[config.mk]
export PLATFORM = sky130hd
export DESIGN_NAME = cia402_drive_enable_sequencer
export DESIGN_NICKNAME = d
export VERILOG_FILES = /design/src/c402es_pkg.sv /design/src/c402es_core.sv /design/src/c402es_emit.sv /design/src/cia402_drive_enable_sequencer.sv
export SDC_FILE = /design/constraint.sdc
export NUM_CORES = 1
export LEC_CHECK = 0
export BUFFER_PORTS_ARGS = -buffer_cell sky130_fd_sc_hd__buf_2
export CORE_ASPECT_RATIO = 0.75
export CORE_MARGIN = 5
export CORE_UTILIZATION = 50
export CTS_BUF_LIST = sky130_fd_sc_hd__clkbuf_4 sky130_fd_sc_hd__clkbuf_8
export CTS_CLUSTER_SIZE = 8
export DETAILED_ROUTE_END_ITERATION = 12
export PLACE_DENSITY = 0.82
export SLEW_MARGIN = 5
export SYNTH_ARGS = -nofsm -noshare
export SYNTH_HDL_FRONTEND = slang
export SYNTH_SLANG_ARGS = --single-unit
export TNS_END_PERCENT = 30
[constraint.sdc]
create_clock -name clk -period 6.8 [get_ports clk]
set_input_delay 0.34 -clock clk [delete_from_list [all_inputs] [get_ports clk]]
set_output_delay 0.34 -clock clk [all_outputs]
set_load 0.005 [all_outputs]
[src/c402es_pkg.sv]
`timescale 1ns / 1ps
// Package for the CiA 402 drive enable sequencer.
// Holds command and result codes, object constants and the result bundle type.
package c402es_pkg;

    typedef enum logic [2:0] {
        CMD_STATUS  = 3'd0,
        CMD_FAULT   = 3'd1,
        CMD_ENABLE  = 3'd2,
        CMD_DISABLE = 3'd3,
        CMD_TARGET  = 3'd4,
        CMD_TIMEOUT = 3'd5,
        CMD_QUERY   = 3'd6
    } cmd_t;

    typedef enum logic [1:0] {
        KIND_SDO_READ  = 2'd0,
        KIND_SDO_WRITE = 2'd1,
        KIND_COMMAND   = 2'd2,
        KIND_REPLY     = 2'd3
    } kind_t;

    localparam logic CFG_POSITION_MODE = 1'b0;
    localparam logic CFG_NODE_ADDRESS  = 1'b1;

    localparam logic [6:0]  NODE_RESET     = 7'd2;
    localparam logic [10:0] SDO_BASE_ID    = 11'h600;
    localparam logic [10:0] CMD_BASE_ID    = 11'h200;
    localparam logic [15:0] OBJ_ERROR_CODE = 16'h603F;
    localparam logic [15:0] OBJ_BATT_CLEAR = 16'h2F21;
    localparam logic [15:0] TIMEOUT_CODE   = 16'hFFFF;

    localparam logic [15:0] CW_FAULT_RESET = 16'h0080;
    localparam logic [15:0] CW_SHUTDOWN    = 16'h0006;
    localparam logic [15:0] CW_SWITCH_ON   = 16'h0007;
    localparam logic [15:0] CW_ENABLE_OP   = 16'h000F;
    localparam logic [15:0] CW_NEW_SETPT   = 16'h003F;

    localparam logic [3:0] ST_NOT_READY = 4'd0;
    localparam logic [3:0] ST_READY     = 4'd1;
    localparam logic [3:0] ST_SWITCHED  = 4'd3;
    localparam logic [3:0] ST_OPERATION = 4'd7;

    localparam logic [2:0] FAULT_COUNT_MAX = 3'd6;
    localparam logic [2:0] FAULT_COUNT_LIM = 3'd5;

    localparam logic [1:0] TS_OK       = 2'd0;
    localparam logic [1:0] TS_NOT_OPER = 2'd1;
    localparam logic [1:0] TS_FAULTED  = 2'd2;

    // Pending words of one bundle: error-code read, battery clear, final word
    localparam int SLOT_READ  = 0;
    localparam int SLOT_WRITE = 1;
    localparam int SLOT_FINAL = 2;

    typedef struct packed {
        logic [2:0]         mask;
        logic               reply;
        logic [6:0]         node;
        logic [15:0]        ctrl;
        logic signed [31:0] target;
        logic [15:0]        fault_report;
        logic [1:0]         tstatus;
        logic signed [31:0] position;
        logic               oper;
    } bundle_t;

    function automatic logic known_code(input logic [15:0] code);
        unique case (code)
            16'h2340, 16'h3120, 16'h3333, 16'h4310, 16'h5280, 16'h5281,
            16'h5400, 16'h5441, 16'h6180, 16'h6181, 16'h6320, 16'h7121,
            16'h7300, 16'h7380, 16'h8130, 16'h8311, 16'h8380, 16'h8381:
                known_code = 1'b1;
            default: known_code = 1'b0;
        endcase
    endfunction

endpackage

[src/c402es_core.sv]
`timescale 1ns / 1ps
// Input register, drive state and one-pass step logic of the sequencer.
// Depends on c402es_pkg; hands a result bundle to c402es_emit.
module c402es_core import c402es_pkg::*; #(
    parameter int STARTUP_DELAY_TICKS = 150,
    parameter int POLL_PERIOD         = 50
) (
    input  logic               clk,
    input  logic               rst_n,
    input  logic               in_valid,
    output logic               in_ready,
    input  logic [2:0]         cmd,
    input  logic [15:0]        status_word,
    input  logic signed [31:0] feedback_position,
    input  logic [15:0]        fault_bytes,
    input  logic signed [31:0] target_value,
    input  logic               cfg_valid,
    output logic               cfg_ready,
    input  logic               cfg_index,
    input  logic [6:0]         cfg_data,
    output logic               item_valid,
    input  logic               item_take,
    output bundle_t            bundle
);

    logic               item_valid_reg;
    logic [2:0]         cmd_reg;
    logic [15:0]        status_reg;
    logic signed [31:0] fbpos_reg;
    logic [15:0]        fbytes_reg;
    logic signed [31:0] tval_reg;

    logic               pos_mode_reg;
    logic [6:0]         node_reg;

    logic               drive_en_reg,   drive_en_next;
    logic               frp_reg,        frp_next;
    logic               latched_reg,    latched_next;
    logic [15:0]        fcode_reg,      fcode_next;
    logic [5:0]         phase_reg,      phase_next;
    logic [2:0]         ffc_reg,        ffc_next;
    logic [7:0]         delay_reg,      delay_next;
    logic               oper_reg,       oper_next;
    logic               toggle_reg,     toggle_next;
    logic [15:0]        ctrl_reg,       ctrl_next;
    logic signed [31:0] setpt_reg,      setpt_next;
    logic signed [31:0] pos_reg,        pos_next;

    logic [3:0] dstate;
    logic       faulted;
    logic [6:0] phase_inc;

    assign cfg_ready  = 1'b1;
    assign item_valid = item_valid_reg;
    assign in_ready   = !item_valid_reg || item_take;
    assign dstate     = status_reg[3:0];
    assign faulted    = status_reg[3];
    assign phase_inc  = {1'b0, phase_reg} + 7'd1;

    always_comb
    begin
        drive_en_next = drive_en_reg;
        frp_next      = frp_reg;
        latched_next  = latched_reg;
        fcode_next    = fcode_reg;
        phase_next    = phase_reg;
        ffc_next      = ffc_reg;
        delay_next    = delay_reg;
        oper_next     = oper_reg;
        toggle_next   = toggle_reg;
        ctrl_next     = ctrl_reg;
        setpt_next    = setpt_reg;
        pos_next      = pos_reg;
        bundle        = '0;
        bundle.node   = node_reg;

        unique case (cmd_reg)
            CMD_STATUS:
            begin
                pos_next = fbpos_reg;
                if (faulted && frp_reg)
                begin
                    ctrl_next  = CW_FAULT_RESET;
                    setpt_next = '0;
                end
                else
                begin
                    frp_next = 1'b0;
                end
                if (drive_en_reg && !frp_next)
                begin
                    if (delay_reg != 8'd0)
                        delay_next = delay_reg - 8'd1;
                    if (dstate == ST_NOT_READY)
                        ctrl_next = CW_SHUTDOWN;
                    else if (dstate == ST_READY)
                        ctrl_next = CW_SWITCH_ON;
                    else if (dstate == ST_SWITCHED)
                        ctrl_next = CW_ENABLE_OP;
                    else if (dstate != ST_OPERATION)
                        drive_en_next = 1'b0;
                end
                oper_next = (dstate == ST_OPERATION);
                if (pos_mode_reg && oper_next)
                begin
                    ctrl_next   = toggle_reg ? CW_ENABLE_OP : CW_NEW_SETPT;
                    toggle_next = !toggle_reg;
                end
                if (!drive_en_next && !frp_next)
                    ctrl_next = '0;
                if (faulted)
                begin
                    bundle.mask[SLOT_READ]  = (phase_reg == 6'd1);
                    bundle.mask[SLOT_WRITE] = 1'b1;
                    phase_next = (phase_inc >= 7'(POLL_PERIOD)) ? 6'd0 : phase_inc[5:0];
                    if (ffc_reg < FAULT_COUNT_MAX)
                        ffc_next = ffc_reg + 3'd1;
                end
                else
                begin
                    phase_next   = '0;
                    ffc_next     = '0;
                    latched_next = 1'b0;
                end
                if (ffc_next > FAULT_COUNT_LIM)
                    latched_next = 1'b1;
                bundle.mask[SLOT_FINAL] = 1'b1;
                bundle.ctrl   = ctrl_next;
                bundle.target = setpt_next;
            end
            CMD_FAULT:
            begin
                if (known_code(fbytes_reg))
                    fcode_next = fbytes_reg;
            end
            CMD_ENABLE:
            begin
                delay_next    = 8'(STARTUP_DELAY_TICKS);
                frp_next      = 1'b1;
                drive_en_next = 1'b1;
            end
            CMD_DISABLE: drive_en_next = 1'b0;
            CMD_TARGET:  setpt_next = tval_reg;
            CMD_TIMEOUT:
            begin
                latched_next = 1'b1;
                fcode_next   = TIMEOUT_CODE;
            end
            CMD_QUERY: ;
            default: ;
        endcase

        // Every command but a status frame answers with one reply word
        if (cmd_reg != CMD_STATUS && cmd_reg <= CMD_QUERY)
        begin
            bundle.mask[SLOT_FINAL] = 1'b1;
            bundle.reply        = 1'b1;
            bundle.fault_report = latched_next ? fcode_next : 16'd0;
            if (latched_next)
                bundle.tstatus = TS_FAULTED;
            else if (!oper_next && delay_next == 8'd0)
                bundle.tstatus = TS_NOT_OPER;
            else
                bundle.tstatus = TS_OK;
            bundle.position = pos_next;
            bundle.oper     = oper_next;
        end
    end

    always_ff @(posedge clk or negedge rst_n)
    begin
        if (!rst_n)
            item_valid_reg <= 1'b0;
        else if (in_ready)
            item_valid_reg <= in_valid;
    end

    always_ff @(posedge clk)
    begin
        if (in_valid && in_ready)
        begin
            cmd_reg    <= cmd;
            status_reg <= status_word;
            fbpos_reg  <= feedback_position;
            fbytes_reg <= fault_bytes;
            tval_reg   <= target_value;
        end
    end

    always_ff @(posedge clk or negedge rst_n)
    begin
        if (!rst_n)
        begin
            pos_mode_reg <= 1'b0;
            node_reg     <= NODE_RESET;
        end
        else if (cfg_valid && cfg_ready)
        begin
            if (cfg_index == CFG_POSITION_MODE)
                pos_mode_reg <= cfg_data[0];
            else
                node_reg <= cfg_data;
        end
    end

    always_ff @(posedge clk or negedge rst_n)
    begin
        if (!rst_n)
        begin
            drive_en_reg <= 1'b0;
            frp_reg      <= 1'b0;
            latched_reg  <= 1'b0;
            fcode_reg    <= '0;
            phase_reg    <= '0;
            ffc_reg      <= '0;
            delay_reg    <= '0;
            oper_reg     <= 1'b0;
            toggle_reg   <= 1'b0;
            ctrl_reg     <= '0;
            setpt_reg    <= '0;
            pos_reg      <= '0;
        end
        else if (item_valid_reg && item_take)
        begin
            drive_en_reg <= drive_en_next;
            frp_reg      <= frp_next;
            latched_reg  <= latched_next;
            fcode_reg    <= fcode_next;
            phase_reg    <= phase_next;
            ffc_reg      <= ffc_next;
            delay_reg    <= delay_next;
            oper_reg     <= oper_next;
            toggle_reg   <= toggle_next;
            ctrl_reg     <= ctrl_next;
            setpt_reg    <= setpt_next;
            pos_reg      <= pos_next;
        end
    end

endmodule

[src/c402es_emit.sv]
`timescale 1ns / 1ps
// Result register of the sequencer: holds one bundle and sends its words in order.
// Depends on c402es_pkg.
module c402es_emit import c402es_pkg::*; (
    input  logic               clk,
    input  logic               rst_n,
    input  logic               item_valid,
    output logic               item_take,
    input  bundle_t            bundle,
    output logic               out_valid,
    input  logic               out_ready,
    output logic [1:0]         item_kind,
    output logic [10:0]        frame_id,
    output logic [15:0]        control_word,
    output logic signed [31:0] target_out,
    output logic [15:0]        sdo_index,
    output logic [7:0]         sdo_subindex,
    output logic [31:0]        sdo_value,
    output logic [15:0]        fault_report,
    output logic [1:0]         target_status,
    output logic signed [31:0] position_out,
    output logic               is_operational,
    output logic               last
);

    bundle_t    res_reg;
    logic [2:0] mask_reg, mask_next;
    logic       final_only;
    logic       pop;

    assign final_only = (mask_reg == 3'b100);
    assign out_valid  = (mask_reg != 3'b000);
    assign pop        = out_valid && out_ready;
    assign item_take  = item_valid && (!out_valid || (pop && final_only));
    assign last       = final_only;

    always_comb
    begin
        if (item_take)
            mask_next = bundle.mask;
        else if (pop)
            mask_next = mask_reg & (mask_reg - 3'd1);
        else
            mask_next = mask_reg;
    end

    always_ff @(posedge clk or negedge rst_n)
    begin
        if (!rst_n)
            mask_reg <= '0;
        else
            mask_reg <= mask_next;
    end

    always_ff @(posedge clk)
    begin
        if (item_take)
            res_reg <= bundle;
    end

    always_comb
    begin
        item_kind      = KIND_COMMAND;
        frame_id       = '0;
        control_word   = '0;
        target_out     = '0;
        sdo_index      = '0;
        sdo_subindex   = '0;
        sdo_value      = '0;
        fault_report   = '0;
        target_status  = '0;
        position_out   = '0;
        is_operational = 1'b0;
        if (mask_reg[SLOT_READ])
        begin
            item_kind = KIND_SDO_READ;
            frame_id  = SDO_BASE_ID + {4'd0, res_reg.node};
            sdo_index = OBJ_ERROR_CODE;
        end
        else if (mask_reg[SLOT_WRITE])
        begin
            item_kind    = KIND_SDO_WRITE;
            frame_id     = SDO_BASE_ID + {4'd0, res_reg.node};
            sdo_index    = OBJ_BATT_CLEAR;
            sdo_subindex = 8'd1;
            sdo_value    = 32'd1;
        end
        else if (res_reg.reply)
        begin
            item_kind      = KIND_REPLY;
            fault_report   = res_reg.fault_report;
            target_status  = res_reg.tstatus;
            position_out   = res_reg.position;
            is_operational = res_reg.oper;
        end
        else
        begin
            item_kind    = KIND_COMMAND;
            frame_id     = CMD_BASE_ID + {4'd0, res_reg.node};
            control_word = res_reg.ctrl;
            target_out   = res_reg.target;
        end
    end

endmodule

[src/cia402_drive_enable_sequencer.sv]
`timescale 1ns / 1ps
// CiA 402 drive enable sequencer: host side of one servo drive on CANopen.
// An accepted word goes through the core input register, then the result register.
// Throughput: one input word per cycle for single-reply commands while out_ready
// is high; a status frame holds the result register for its one to three words.
// Reset clears all drive state; position_mode resets to 0, node_address to 2.
module cia402_drive_enable_sequencer import c402es_pkg::*; #(
    parameter int STARTUP_DELAY_TICKS = 150,
    parameter int POLL_PERIOD         = 50
) (
    input  logic               clk,
    input  logic               rst_n,
    // input channel
    input  logic               in_valid,
    output logic               in_ready,
    input  logic [2:0]         cmd,
    input  logic [15:0]        status_word,
    input  logic signed [31:0] feedback_position,
    input  logic [15:0]        fault_bytes,
    input  logic signed [31:0] target_value,
    // configuration write channel
    input  logic               cfg_valid,
    output logic               cfg_ready,
    input  logic               cfg_index,
    input  logic [6:0]         cfg_data,
    // result channel
    output logic               out_valid,
    input  logic               out_ready,
    output logic [1:0]         item_kind,
    output logic [10:0]        frame_id,
    output logic [15:0]        control_word,
    output logic signed [31:0] target_out,
    output logic [15:0]        sdo_index,
    output logic [7:0]         sdo_subindex,
    output logic [31:0]        sdo_value,
    output logic [15:0]        fault_report,
    output logic [1:0]         target_status,
    output logic signed [31:0] position_out,
    output logic               is_operational,
    output logic               last
);

    // The core holds the accepted word and the drive state. When the result
    // register is free (empty, or sending its final word this cycle) the core
    // commits its state update and hands over the whole result bundle at once.
    logic    item_valid;
    logic    item_take;
    bundle_t bundle;

    c402es_core #(
        .STARTUP_DELAY_TICKS (STARTUP_DELAY_TICKS),
        .POLL_PERIOD         (POLL_PERIOD)
    ) u_core (
        .clk               (clk),
        .rst_n             (rst_n),
        .in_valid          (in_valid),
        .in_ready          (in_ready),
        .cmd               (cmd),
        .status_word       (status_word),
        .feedback_position (feedback_position),
        .fault_bytes       (fault_bytes),
        .target_value      (target_value),
        .cfg_valid         (cfg_valid),
        .cfg_ready         (cfg_ready),
        .cfg_index         (cfg_index),
        .cfg_data          (cfg_data),
        .item_valid        (item_valid),
        .item_take         (item_take),
        .bundle            (bundle)
    );

    // The emitter sends the pending words in order: error-code read, battery
    // clear, then the command frame or reply, which carries last.
    c402es_emit u_emit (
        .clk            (clk),
        .rst_n          (rst_n),
        .item_valid     (item_valid),
        .item_take      (item_take),
        .bundle         (bundle),
        .out_valid      (out_valid),
        .out_ready      (out_ready),
        .item_kind      (item_kind),
        .frame_id       (frame_id),
        .control_word   (control_word),
        .target_out     (target_out),
        .sdo_index      (sdo_index),
        .sdo_subindex   (sdo_subindex),
        .sdo_value      (sdo_value),
        .fault_report   (fault_report),
        .target_status  (target_status),
        .position_out   (position_out),
        .is_operational (is_operational),
        .last           (last)
    );

endmodule

After elaboration in Yosys (flattened, before gate mapping)
Cells that the tools add are included.
Word-level totals
  output and inout bits: 172
  logic and storage cells: 186
  bits in registers: 324
Cells by class
  order comparisons: 4
  muxes and demuxes: 75
  add/sub/neg operators: 6
  bitwise gates (word level): 3
  reductions and logical operators: 39
  equal/unequal tests: 29
Operators by type and width (count)
  $mux W32: 9
  $mux W16: 15
  $eq A16 B15 Y1 const B: 11
  $eq A16 B16 Y1 const B: 4
  $pmux W32 S2: 1
  $eq A16 B14 Y1 const B: 3
  $mux W11: 3
  $pmux W16 S2: 1
  $mux W8: 3
  $mux W1: 22
  $mux W3: 6
  $mux W6: 3
  $reduce_or A18 Y1: 1
  $pmux W8 S2: 1
  $mux W14: 1
  $mux W2: 7
  $reduce_and A2 Y1: 7
  $add A10 B7 Y11 const A: 1
  $add A10 B8 Y11 const A: 1
  $logic_and A1 B1 Y1: 11
  $eq A3 B3 Y1 const B: 3
  $reduce_bool A3 Y1: 3
  $logic_not A8 Y1: 1
  $reduce_bool A8 Y1: 1
  other kinds (26): 37

Logic depth before layout (Yosys ltp)
Gate-level depths: netlist of the first run.
  word-level depth: 11
  gate-level depth with buffers: 8
  gate-level depth less buffers: 7

Cells and area by module
From an unflattened synthesis of the first run, not the netlist that was laid out.
Unflattened totals
  cell total of the unflattened synthesis: 1256
  area, all modules: 14518.9 µm²
Modules (own cells, without submodules)
  c402es_core: area each 9900.7 µm², seq. area each 5791.8 µm², times used 1, cells an instance 945
  c402es_emit: area each 4618.2 µm², seq. area each 3288.2 µm², times used 1, cells an instance 311

Worst setup path before layout of the first run
Ideal clock, no wire load.
  path type: register -> register
  start point: register u_emit.mask_reg[0]
  end point: register u_core.latched_reg
  required time: 6.719 ns
  path slack: 1.973 ns
  stages on the path, launching flop included: 6
  arrival: 4.746 ns
  cell sequence: dfrtp_1 -> nor2_1 -> nand3b_1 -> clkinv_1 -> clkbuf_1 -> mux2_2
Between the ends
  longest elaborated chain between the ends: 6
RTL lines
  start: declaration: line c402es_emit.sv:27  | logic [2:0] mask_reg, mask_next;
  start signal: assignment: line c402es_emit.sv:52  | mask_reg <= mask_next;
  $reduce_bool A3 Y1: line c402es_emit.sv:32  | assign out_valid = (mask_reg != 3'b000);
  $logic_and A1 B1 Y1: line c402es_emit.sv:33  | assign pop = out_valid && out_ready;
  $logic_and A1 B1 Y1: line c402es_emit.sv:34  | assign item_take = item_valid && (!out_valid || (pop && final_only));
  $logic_or A1 B1 Y1 *: line c402es_emit.sv:34
  $logic_and A1 B1 Y1 *: line c402es_emit.sv:34
  net item_take: line cia402_drive_enable_sequencer.sv:47  | logic item_take;
  $logic_and A1 B1 Y1 *: line c402es_core.sv:223  | else if (item_valid_reg && item_take)
  end signal: assignment: line c402es_core.sv:227  | latched_reg <= latched_next;
  end: declaration: line c402es_core.sv:38  | logic latched_reg, latched_next;
Mark *: on every way through the listed nets, which the timed path passes. The rest lies on a longest branch.
A chain may end at the register's enable or synchronous reset.

Worst setup path after layout of the first run
  start point: register u_emit.mask_reg[0]
  end point: register u_core.setpt_reg[5]
Between the ends
  longest elaborated chain between the ends: 7
RTL lines
  $reduce_bool A3 Y1: line c402es_emit.sv:32
  $logic_and A1 B1 Y1: line c402es_emit.sv:33
  $logic_and A1 B1 Y1: line c402es_emit.sv:34
  $logic_or A1 B1 Y1 *: line c402es_emit.sv:34
  $logic_and A1 B1 Y1 *: line c402es_emit.sv:34
  $logic_and A1 B1 Y1 *: line c402es_core.sv:223
  $reduce_and A2 Y1 (no line) *
  end signal: assignment: line c402es_core.sv:235  | setpt_reg <= setpt_next;
  end: declaration: line c402es_core.sv:46  | logic signed [31:0] setpt_reg, setpt_next;
Mark *: on every way between the ends. The rest lies on a longest branch, timed or not.

==> out/qor.yml, run 1 <==
finish:
  final_cell_mix: "225 x buf_2, 194 x edfxtp_1, 142 x nand2_1"
  areaGrowthSynthToFinish_pct: 22.9
  final_common_cell: "buf_2"
  final_area_sq_um: 17300
  n_antenna_cell: 0
  largest_reg_flops: 107
  finalNetCount: 1566
  n_fill_cell: 2100
  drive_above_1_share_pct: 24.7
synth:
  avgSynthCellArea_sq_um: 12.3
  synth_cells: 1144
  synth_compound_area_share_pct: 9.51
  synth_xor_area_share_pct: 0.125
  synth_top_family_by_area: "simple AND/OR/NAND/NOR gates"
  syn-cell-area_sq_um: 14000
  synth_edf_count: 194
  synth_fa_ha_area_share_pct: 0.535
  synth_warnings: 0
  ys_ff_latch: 324
  synth_cell_type_count: 72
  synth_ff_type: "edfxtp_1"
  synthMuxAreaShare_pct: 0.874
  seq_area_frac_synth_pct: 64.7
  synthArstFlopShare_pct: 40.1
  synth-simple-area-share_pct: 18.5
cts:
  clk_latency_ns: 0.60
  h-tree-depth: 2
  root_buffer: "clkbuf_8"
  numCtsBuffers: 51
  cts_tree: "done"
  cts_buffer_depth: 3
  cts.sinks: 324
  clk_pin_slew_ns: 0.06
  post_cts_buffers: 0
  postCtsResizedCells: 0
  hold_buffers: 96
sta:
  timing.setup.tns_ns: 0
  period_needed_ns: 4.32
  setup_slack_ns: 2.48
  post-route-period-util_pct: 63.6
  rsz0062_at_grt: "no"
  hold_viol_final: 0
  finClkSkew_ns: 0.0241
  setup_viol: 0
  worst_pin_slew_ns: 1.13
  max_freq_mhz: 231
  max-slew-margin-rel_pct: 24.8
  holdWs_ns: 0.0740
  slew_viol_final: 0
routing:
  routed_wl_microns: 33100
  drcViolationCount: 0
  vias: 10000
  ant_nets: 0
  drt_iter0_drc: 779
  dr.pass1.iters: 6
  wl_per_cell_microns: 17.9
  viasPerCell: 5.42
global_routing:
  gr-usage-all-layers_pct: 20.6
  grt_overflow: 0
  antenna_found_initial: 0
  grt_pass1_vias: 9867
  grt_pass1_wl_microns: 52600
  grt_max_degree: 70
critical_path:
  cp.required_ns: 7.32
  crit_arrival_ns: 4.84
  crit_path_end_kind: "flop"
  crit_type: "reg -> reg"
  crit_slowest_cell: "buf_4"
  path_cells: "nor2_4 > buf_4 > nand3b_1 > inv_4 > buf_4 > buf_4 > and3_1 > buf_4 > a22o_1"
  crit_path_max_incr_delay_ns: 0.61
  crit_buf_inv: 5
  crit_path_start_kind: "flop"
  cp_top_family: "buffers and inverters"
  cp_common_cell: "buf_4"
  cp_max_fo: 58
run_status:
  status: "finished, final reports clean"
place:
  pre_cts_ws_ns: 2.51
  numPortBuffers: 226
  gp_congestion: 0.844
  hpwl_microns: 20000
  placed_cell_area_sq_um: 15200
power_and_ir_drop:
  powerDensity_nw_per_um2: 301
  p_leak_nw: 7.81
  p_clk_share_pct: 33.3
  p_sw_w: 0.00139
  power.share.switching_pct: 26.7
  p_comb_share_pct: 15.6
  ir_drop_uv: 212
  p_int_w: 0.00381
  p_seq_share_pct: 51.1
job:
  maxCapViolCount: 0
die:
  die_area_sq_um: 31600
  die-height_microns: 155
  core.rowCount: 53
  initial_core_util_pct: 50.4
  io_pins: 284
  core_region_area_sq_um: 27900
  die_w_microns: 203
hold_path:
  hp-class: "in -> reg"
==> metrics by stage <==
| stage | power [W] | instances | utilization, % |
|---|---|---|---|
| after floorplan | 0.00317 | 1187 | - |
| after global placement | 0.00340 | 1656 | 54.6 |
| after detailed placement | 0.00345 | 1656 | 54.6 |
| after CTS | 0.00522 | 1848 | 61.9 |
| after global routing | 0.00546 | 1848 | 61.9 |
| final | 0.00520 | 1848 | 61.9 |
==> kinds of logic (layout without fill, tap and decap cells) <==
logic type	count (synthesis)	count (layout)
adder cells (fa/ha/maj)	6	6
AND/OR/NAND/NOR	477	477
XOR/XNOR	2	2
other	2	45
AO/OA/AOI/OAI	172	172
multiplexers	11	11
flip-flops	324	324
buffers and inverters	150	454
==> worst paths after layout <==
kind,slack (ns),endpoint,from,cells after the start
worst max-delay path,2.48,u_core.setpt_reg[5]$_DFFE_PN0P_,u_emit.mask_reg[0]$_DFFE_PN0P_,9
worst min-delay path,0.07,u_emit.mask_reg[2]$_DFFE_PN0P_,out_ready,3
worst max register to register,2.48,u_core.setpt_reg[5]$_DFFE_PN0P_,u_emit.mask_reg[0]$_DFFE_PN0P_,9
worst min register to register,0.44,u_core.pos_reg[15]$_DFFE_PN0P_,u_core.fbpos_reg[15]$_DFFE_PP_,2
max in group asynchronous,5.16,u_core.ctrl_reg[6]$_DFFE_PN0P_,rst_n,3
min in group asynchronous,0.36,u_core.setpt_reg[13]$_DFFE_PN0P_,rst_n,2
==> metal layers <==
layer / up-vias / GRT usage (%) / part of all wire, %
met5: - / 0 / 0
met3: 75 / 4.04 / 7.0
met2: 443 / 33.2 / 48
met1: 4826 / 28.2 / 42
met4: 0 / 7.83 / 3.1
li1: 4669 / - / -
==> tightest hold or removal path, stage by stage <==
cell	delay [ns]
buf_2	0.12
nand2_1	0.05
a32o_1	0.11
==> layout make-up <==
type | instances | area [sq um] | area share, %
clock buffer | 89 | 1040 | 6.05
clock inverter | 7 | 50.0 | 0.290
inverter | 21 | 81.3 | 0.471
multi-input combinational | 713 | 4340 | 25.1
sequential | 324 | 9080 | 52.6
tap | 357 | 447 | 2.59
timing repair buffer | 337 | 2210 | 12.8
==> cells in the mapped netlist, types with 3 or more instances <==
cell type	number	area [sq um]
inv_1	20	75.1
and3b_1	4	35.0
or2_2	3	18.8
nor3_1	7	35.0
edfxtp_1	194	5830
nand2_1	143	537
clkbuf_1	59	221
dfrtp_1	129	3230
a31oi_1	18	113
and3_1	119	744
nand4_1	9	56.3
nand2b_1	4	25.0
ha_1	6	75.1
buf_2	7	35.0
nand3b_1	5	37.5
nor3b_1	9	67.6
nand3_1	9	45.0
a211oi_1	4	30.0
nor4_1	7	43.8
nor2_1	49	184
o21ai_1	3	15.0
a21oi_1	24	120
o22ai_1	3	18.8
buf_4	59	443
nor2b_1	19	119
and2_1	71	444
a22o_1	43	377
mux2_2	10	113
or3_1	3	18.8
a21o_1	5	37.5
o221a_1	11	124
o21ai_0	24	120
o41a_1	11	124
==> power groups by stage <==
stage	Sequential (W)	Combinational, W	Clock, W
after floorplan	0.00263	0.000545	0
after global placement	0.00267	0.000735	0
after detailed placement	0.00269	0.000762	0
after CTS	0.00265	0.000810	0.00176
after global routing	0.00270	0.000908	0.00186
final	0.00266	0.000811	0.00173
Note: power is estimated with default switching activity, not from simulation.
==> run 2: changes to the inputs <==
==> constraint.sdc (replaced) <==
create_clock -name clk -period 4.2 [get_ports clk]
set_input_delay 0.21 -clock clk [delete_from_list [all_inputs] [get_ports clk]]
set_output_delay 0.21 -clock clk [all_outputs]
set_load 0.005 [all_outputs]
==> run 2 against run 1 <==
Against the previous run: first-iteration DRC count grew 11%; critical path depth is 3 lower; register-to-register slack worse by 1.4 ns; design area rose by 0.24%; die area unchanged; worst setup slack got worse by 1.4 ns; largest power group unchanged; critical path type unchanged.
==> out/qor.yml, run 2 (synthesis results as in run 1) <==
sta:
  rsz0062_at_grt: "no"
  slew_viol_final: 0  # unchanged
  setup_viol: 0  # unchanged
  worst_pin_slew_ns: 0.972  # -0.153 ns
  finClkSkew_ns: 0.0207  # -0.00340 ns
  timing.setup.tns_ns: 0  # unchanged
  post-route-period-util_pct: 73.2  # +9.7 points
  hold_viol_final: 0  # unchanged
  holdWs_ns: 0.130  # +0.0559 ns
  max_freq_mhz: 325  # +41%
  max-slew-margin-rel_pct: 35.2  # +10 points
  period_needed_ns: 3.08  # -1.25 ns
routing:
  ant_nets: 0  # unchanged
  drcViolationCount: 0  # unchanged
  drt_iter0_drc: 865  # +11%
  viasPerCell: 5.41  # -0.24%
  wl_per_cell_microns: 17.9  # +0.13%
  vias: 10000  # -0.020%
  routed_wl_microns: 33200  # +0.34%
  dr.pass1.iters: 5  # -1
critical_path:
  crit_type: "reg -> reg"
  cp_max_fo: 57  # -1.7%
  crit_path_end_kind: "flop"
  r2r_end: "u_core.fbpos_reg[23]$_DFFE_PP_"
  crit_arrival_ns: 3.33  # -1.51 ns
  cp.required_ns: 4.45  # -2.87 ns
  crit_path_start_kind: "flop"
  r2r_cells: 6  # -3
  reg2reg_slack_ns: 1.12  # -1.35 ns
  r2r_start: "u_emit.mask_reg[0]$_DFFE_PN0P_"
place:
  gp_congestion: 0.917  # +8.6%
  numPortBuffers: 226  # unchanged
  hpwl_microns: 20400  # +2.1%
die:
  die-height_microns: 155  # unchanged
  die_area_sq_um: 31600  # unchanged
  core.rowCount: 53  # unchanged
  io_pins: 284  # unchanged
  initial_core_util_pct: 50.4  # unchanged
  core_region_area_sq_um: 27900  # unchanged
  die_w_microns: 203  # unchanged
cts:
  h-tree-depth: 2  # unchanged
  postCtsResizedCells: 0  # unchanged
  post_cts_buffers: 0  # unchanged
  cts_buffer_depth: 3  # unchanged
  clk_latency_ns: 0.58  # -0.02 ns
  root_buffer: "clkbuf_8"
  hold_buffers: 98  # +2.1%
  clk_pin_slew_ns: 0.06  # about the same
  numCtsBuffers: 51  # unchanged
  cts.sinks: 324  # unchanged
  cts_tree: "done"
hold_path:
  hold_depth: 3  # unchanged
  hp-class: "in -> reg"
  hold_end: "u_core.pos_mode_reg$_DFFE_PN0P_"
  min_from: "cfg_valid"
finish:
  finalNetCount: 1571  # +0.32%
  drive_above_1_share_pct: 24.6  # -0.12 points
  areaGrowthSynthToFinish_pct: 23.2
  n_fill_cell: 2112  # +0.57%
  seqCellArea_sq_um: 9080  # unchanged
  final_common_cell: "buf_2"
  final_cell_mix: "225 x buf_2, 194 x edfxtp_1, 142 x nand2_1"
  multiInputGateArea_sq_um: 4340  # unchanged
  largest_reg_flops: 107  # unchanged
global_routing:
  grt_pass1_wl_microns: 52900  # +0.59%
  grt_pass1_vias: 9893  # +0.26%
  antenna_found_initial: 1  # +1
  grt_overflow: 0  # unchanged
  grt_max_degree: 105  # +50%
  gr-usage-all-layers_pct: 20.8  # +0.20 points
power_and_ir_drop:
  ir_drop_uv: 369  # +74%
  p_leak_nw: 7.83  # +0.19%
  powerDensity_nw_per_um2: 485  # +61%
job:
  maxCapViolCount: 0  # unchanged
run_status:
  status: "finished, final reports clean"
run 2: worst max path at each step:
stage	start	endpoint	slack [ns]	cells past startpoint
6_report	u_emit.mask_reg[0]$_DFFE_PN0P_	u_core.fbpos_reg[23]$_DFFE_PP_	1.12	6
5_1_grt	u_emit.mask_reg[0]$_DFFE_PN0P_	u_core.fbpos_reg[23]$_DFFE_PP_	0.89	6
4_1_cts	u_emit.mask_reg[0]$_DFFE_PN0P_	u_core.fbpos_reg[17]$_DFFE_PP_	1.12	6
3_5_place_dp	u_emit.mask_reg[0]$_DFFE_PN0P_	u_core.fbpos_reg[13]$_DFFE_PP_	1.11	6
3_3_place_gp	u_emit.mask_reg[0]$_DFFE_PN0P_	u_core.fbpos_reg[13]$_DFFE_PP_	1.18	6
2_1_floorplan	u_emit.mask_reg[0]$_DFFE_PN0P_	u_core.cmd_reg[0]$_DFFE_PP_	0.59	4
run 2: layer usage:
layer	track usage, %	up-vias	routed length [microns]
met3	3.90	67	2310
met5	0	-	0
met1	28.4	4844	14100
li1	-	4674	-
met4	6.23	0	791
met2	34.6	426	15900
run 2: through the flow:
step           instances  worst slack (ns)  cell area (sq um)  total power, W  util [%]
2_1_floorplan       1187             0.587              14200         0.00513         -
3_3_place_gp        1659              1.18              15200         0.00551      54.7
3_5_place_dp        1659              1.11              15200         0.00559      54.7
4_1_cts             1851              1.12              17300         0.00843      62.1
5_1_grt             1852             0.892              17300         0.00881      62.1
6_report            1852              1.12              17300         0.00838      62.1
run 2: layout make-up:
cell class                 instances  share of cell area [%]
timing repair buffer             342                    13.1
clock buffer                      84                    5.71
clock inverter                    10                   0.521
inverter                          21                   0.470
antenna                            1                  0.0145
tap                              357                    2.58
sequential                       324                    52.5
multi-input combinational        713                    25.1
run 2: worst max-delay path: stages, from the launching register on:
cell and delay [ns]:
dfrtp_1 0.49, nor2_4 0.13, buf_4 0.43, inv_1 0.20, o21ai_0 0.37, and2_4 0.66, buf_4 0.43
run 2: report_power, final:
part           internal (W)  switching (W)
clock network       0.00155        0.00120
registers           0.00400       0.000300
logic              0.000617       0.000709
total               0.00617        0.00221
==> run 3: changes to the inputs <==
==> constraint.sdc (replaced) <==
create_clock -name clk -period 2.85 [get_ports clk]
set_input_delay 0.1425 -clock clk [delete_from_list [all_inputs] [get_ports clk]]
set_output_delay 0.1425 -clock clk [all_outputs]
set_load 0.005 [all_outputs]
==> run 3 against run 2 <==
Against the previous run: critical endpoint is now u_emit.res_reg[35]$_SDFFCE_PN0P_; die area stayed put; sequential power grew 47%; first-iteration DRC count decreased by 28%; critical path depth grew 1; final cell count up 0.70%; global-route usage grew 0.56 points; non-clock buffer count increased by 15; sequential share of layout area is 0.35 points lower.
==> out/qor.yml, run 3 (synthesis results as in run 1) <==
run_status:
  status: "finished, final reports clean"
critical_path:
  cp.required_ns: 3.17  # -1.28 ns
  crit_path_end_kind: "flop"
  crit_type: "reg -> reg"
  r2r_cells: 7  # +1
  crit_path_start_kind: "flop"
  crit_arrival_ns: 3.03  # -0.30 ns
  cp_max_fo: 14  # -75%
routing:
  ant_nets: 0  # unchanged
  wl_per_cell_microns: 18.4  # +3.0%
  vias: 10100  # +0.69%
  dr.pass1.iters: 5  # unchanged
  drt_iter0_drc: 627  # -28%
  routed_wl_microns: 34400  # +3.7%
  viasPerCell: 5.40  # about the same
  drcViolationCount: 0  # unchanged
power_and_ir_drop:
  p_sw_w: 0.00328  # +48%
  p_leak_nw: 7.89  # +0.84%
  p_seq_share_pct: 51.6  # +0.3 points
  p_int_w: 0.00900  # +46%
  power.share.switching_pct: 26.7  # +0.30 points
  p_clk_share_pct: 31.9  # -1.0 points
  p_comb_share_pct: 16.5  # +0.7 points
  powerDensity_nw_per_um2: 705  # +46%
  ir_drop_uv: 541  # +47%
hold_path:
  hp-class: "in -> reg"
  hold_depth: 3  # unchanged
sta:
  post-route-period-util_pct: 95.2  # +22 points
  period_needed_ns: 2.71  # -0.362 ns
  max-slew-margin-rel_pct: 47.0  # +12 points
  setup_viol: 0  # unchanged
  hold_viol_final: 0  # unchanged
  timing.setup.tns_ns: 0  # unchanged
  holdWs_ns: 0.0476  # -0.0823 ns
  rsz0062_at_grt: "no"
  finClkSkew_ns: 0.0168  # -0.00384 ns
  max_freq_mhz: 368  # +13%
  slew_viol_final: 0  # unchanged
  worst_pin_slew_ns: 0.788  # -0.184 ns
cts:
  root_buffer: "clkbuf_8"
  cts_tree: "done"
  clk_latency_ns: 0.58  # about the same
  h-tree-depth: 2  # unchanged
  cts_buffer_depth: 3  # unchanged
  cts.sinks: 324  # unchanged
  clk_pin_slew_ns: 0.06  # about the same
  numCtsBuffers: 50  # -2.0%
place:
  numPortBuffers: 226  # unchanged
  gp_congestion: 0.867  # -5.4%
  hpwl_microns: 21100  # +3.6%
  dp_cells: 1674  # +0.90%
die:
  core_region_area_sq_um: 27900  # unchanged
  io_pins: 284  # unchanged
  initial_core_util_pct: 50.4  # unchanged
  core.rowCount: 53  # unchanged
  die_area_sq_um: 31600  # unchanged
  die_w_microns: 203  # unchanged
  die-height_microns: 155  # unchanged
global_routing:
  grt_pass1_vias: 10300  # +3.9%
  antenna_found_initial: 0  # -1
  grt_overflow: 0  # unchanged
  gr-usage-all-layers_pct: 21.4  # +0.56 points
  grt_max_degree: 77  # -27%
  grt_pass1_wl_microns: 54100  # +2.4%
finish:
  final_cell_mix: "225 x buf_2, 194 x edfxtp_1, 142 x nand2_1"
  drive_above_1_share_pct: 25.5  # +0.90 points
  multiInputGateArea_sq_um: 4360  # +0.43%
  n_antenna_cell: 0  # -1
  post_layout_nonfiller_instances: 1865  # +0.70%
  final_util_pct: 62.5  # +0.42 points
  seqCellArea_sq_um: 9080  # unchanged
  largest_reg_flops: 107  # unchanged
  areaGrowthSynthToFinish_pct: 24.0
  finalNetCount: 1585  # +0.89%
  final_common_cell: "buf_2"
  n_fill_cell: 2103  # -0.43%
job:
  maxCapViolCount: 0  # unchanged
## run 3: critical path: stages (launching register included)
cell      delay, ns
edfxtp_1       0.58
nor3b_1        0.41
nand2_1        0.17
o32ai_2        0.36
nor4_4         0.05
buf_4          0.19
a211o_4        0.43
o221a_1        0.26
## run 3: power groups by stage
stage | Sequential, W | Clock [W] | Combinational, W
floorplan | 0.00624 | 0 | 0.00130
global placement | 0.00635 | 0 | 0.00182
detailed placement | 0.00640 | 0 | 0.00190
CTS | 0.00631 | 0.00401 | 0.00202
global route | 0.00642 | 0.00424 | 0.00225
finish | 0.00633 | 0.00392 | 0.00203
## run 3: repair_timing
| item | 4_1_cts | 5_1_grt |
|---|---|---|
| endpoints found under the setup margin | 0 | 11 |
| hold buffers | 98 | 0 |
| buffers inserted | 0 | 0 |
| resized for setup | 0 | 3 |
| hold endpoints to repair | 160 | 0 |
## run 3: worst paths after layout
check / startpoint / endpoint / slack, ns
worst min register to register: u_core.fbpos_reg[3]$_DFFE_PP_ / u_core.pos_reg[3]$_DFFE_PN0P_ / 0.43
worst max-delay path: u_core.fbytes_reg[14]$_DFFE_PP_ / u_emit.res_reg[35]$_SDFFCE_PN0P_ / 0.14
max in group asynchronous: rst_n / u_core.frp_reg$_DFFE_PN0P_ / 1.89
worst min-delay path: cfg_valid / u_core.pos_mode_reg$_DFFE_PN0P_ / 0.05
min in group asynchronous: rst_n / u_core.setpt_reg[20]$_DFFE_PN0P_ / 0.11
worst max register to register: u_core.fbytes_reg[14]$_DFFE_PP_ / u_emit.res_reg[35]$_SDFFCE_PN0P_ / 0.14
## run 3: layout make-up
cell class	instances	share of cell area (%)
repair buffers	357	13.9
well taps	357	2.57
flip-flops and latches	324	52.2
clock buffers	85	5.64
multi-input cells	713	25.0
inverters	21	0.467
clock inverters	8	0.259
## run 3: per-layer routing
metal / vias to the layer above / GRT usage [%] / wire (microns)
met5: - / 0 / 0
met4: 0 / 7.13 / 853
met3: 77 / 4.63 / 2320
met2: 415 / 35.4 / 16700
met1: 4895 / 28.6 / 14500
li1: 4693 / - / -
## run 3: metrics by stage
| step | area [sq um] | setup slack, ns | total power, W |
|---|---|---|---|
| global placement | 15400 | 0.170 | 0.00817 |
| finish | 17400 | 0.136 | 0.0123 |
| detailed placement | 15400 | 0.0399 | 0.00830 |
| floorplan | 14200 | 0.183 | 0.00754 |
| CTS | 17400 | 0.0220 | 0.0123 |
| global route | 17400 | 0.0284 | 0.0129 |
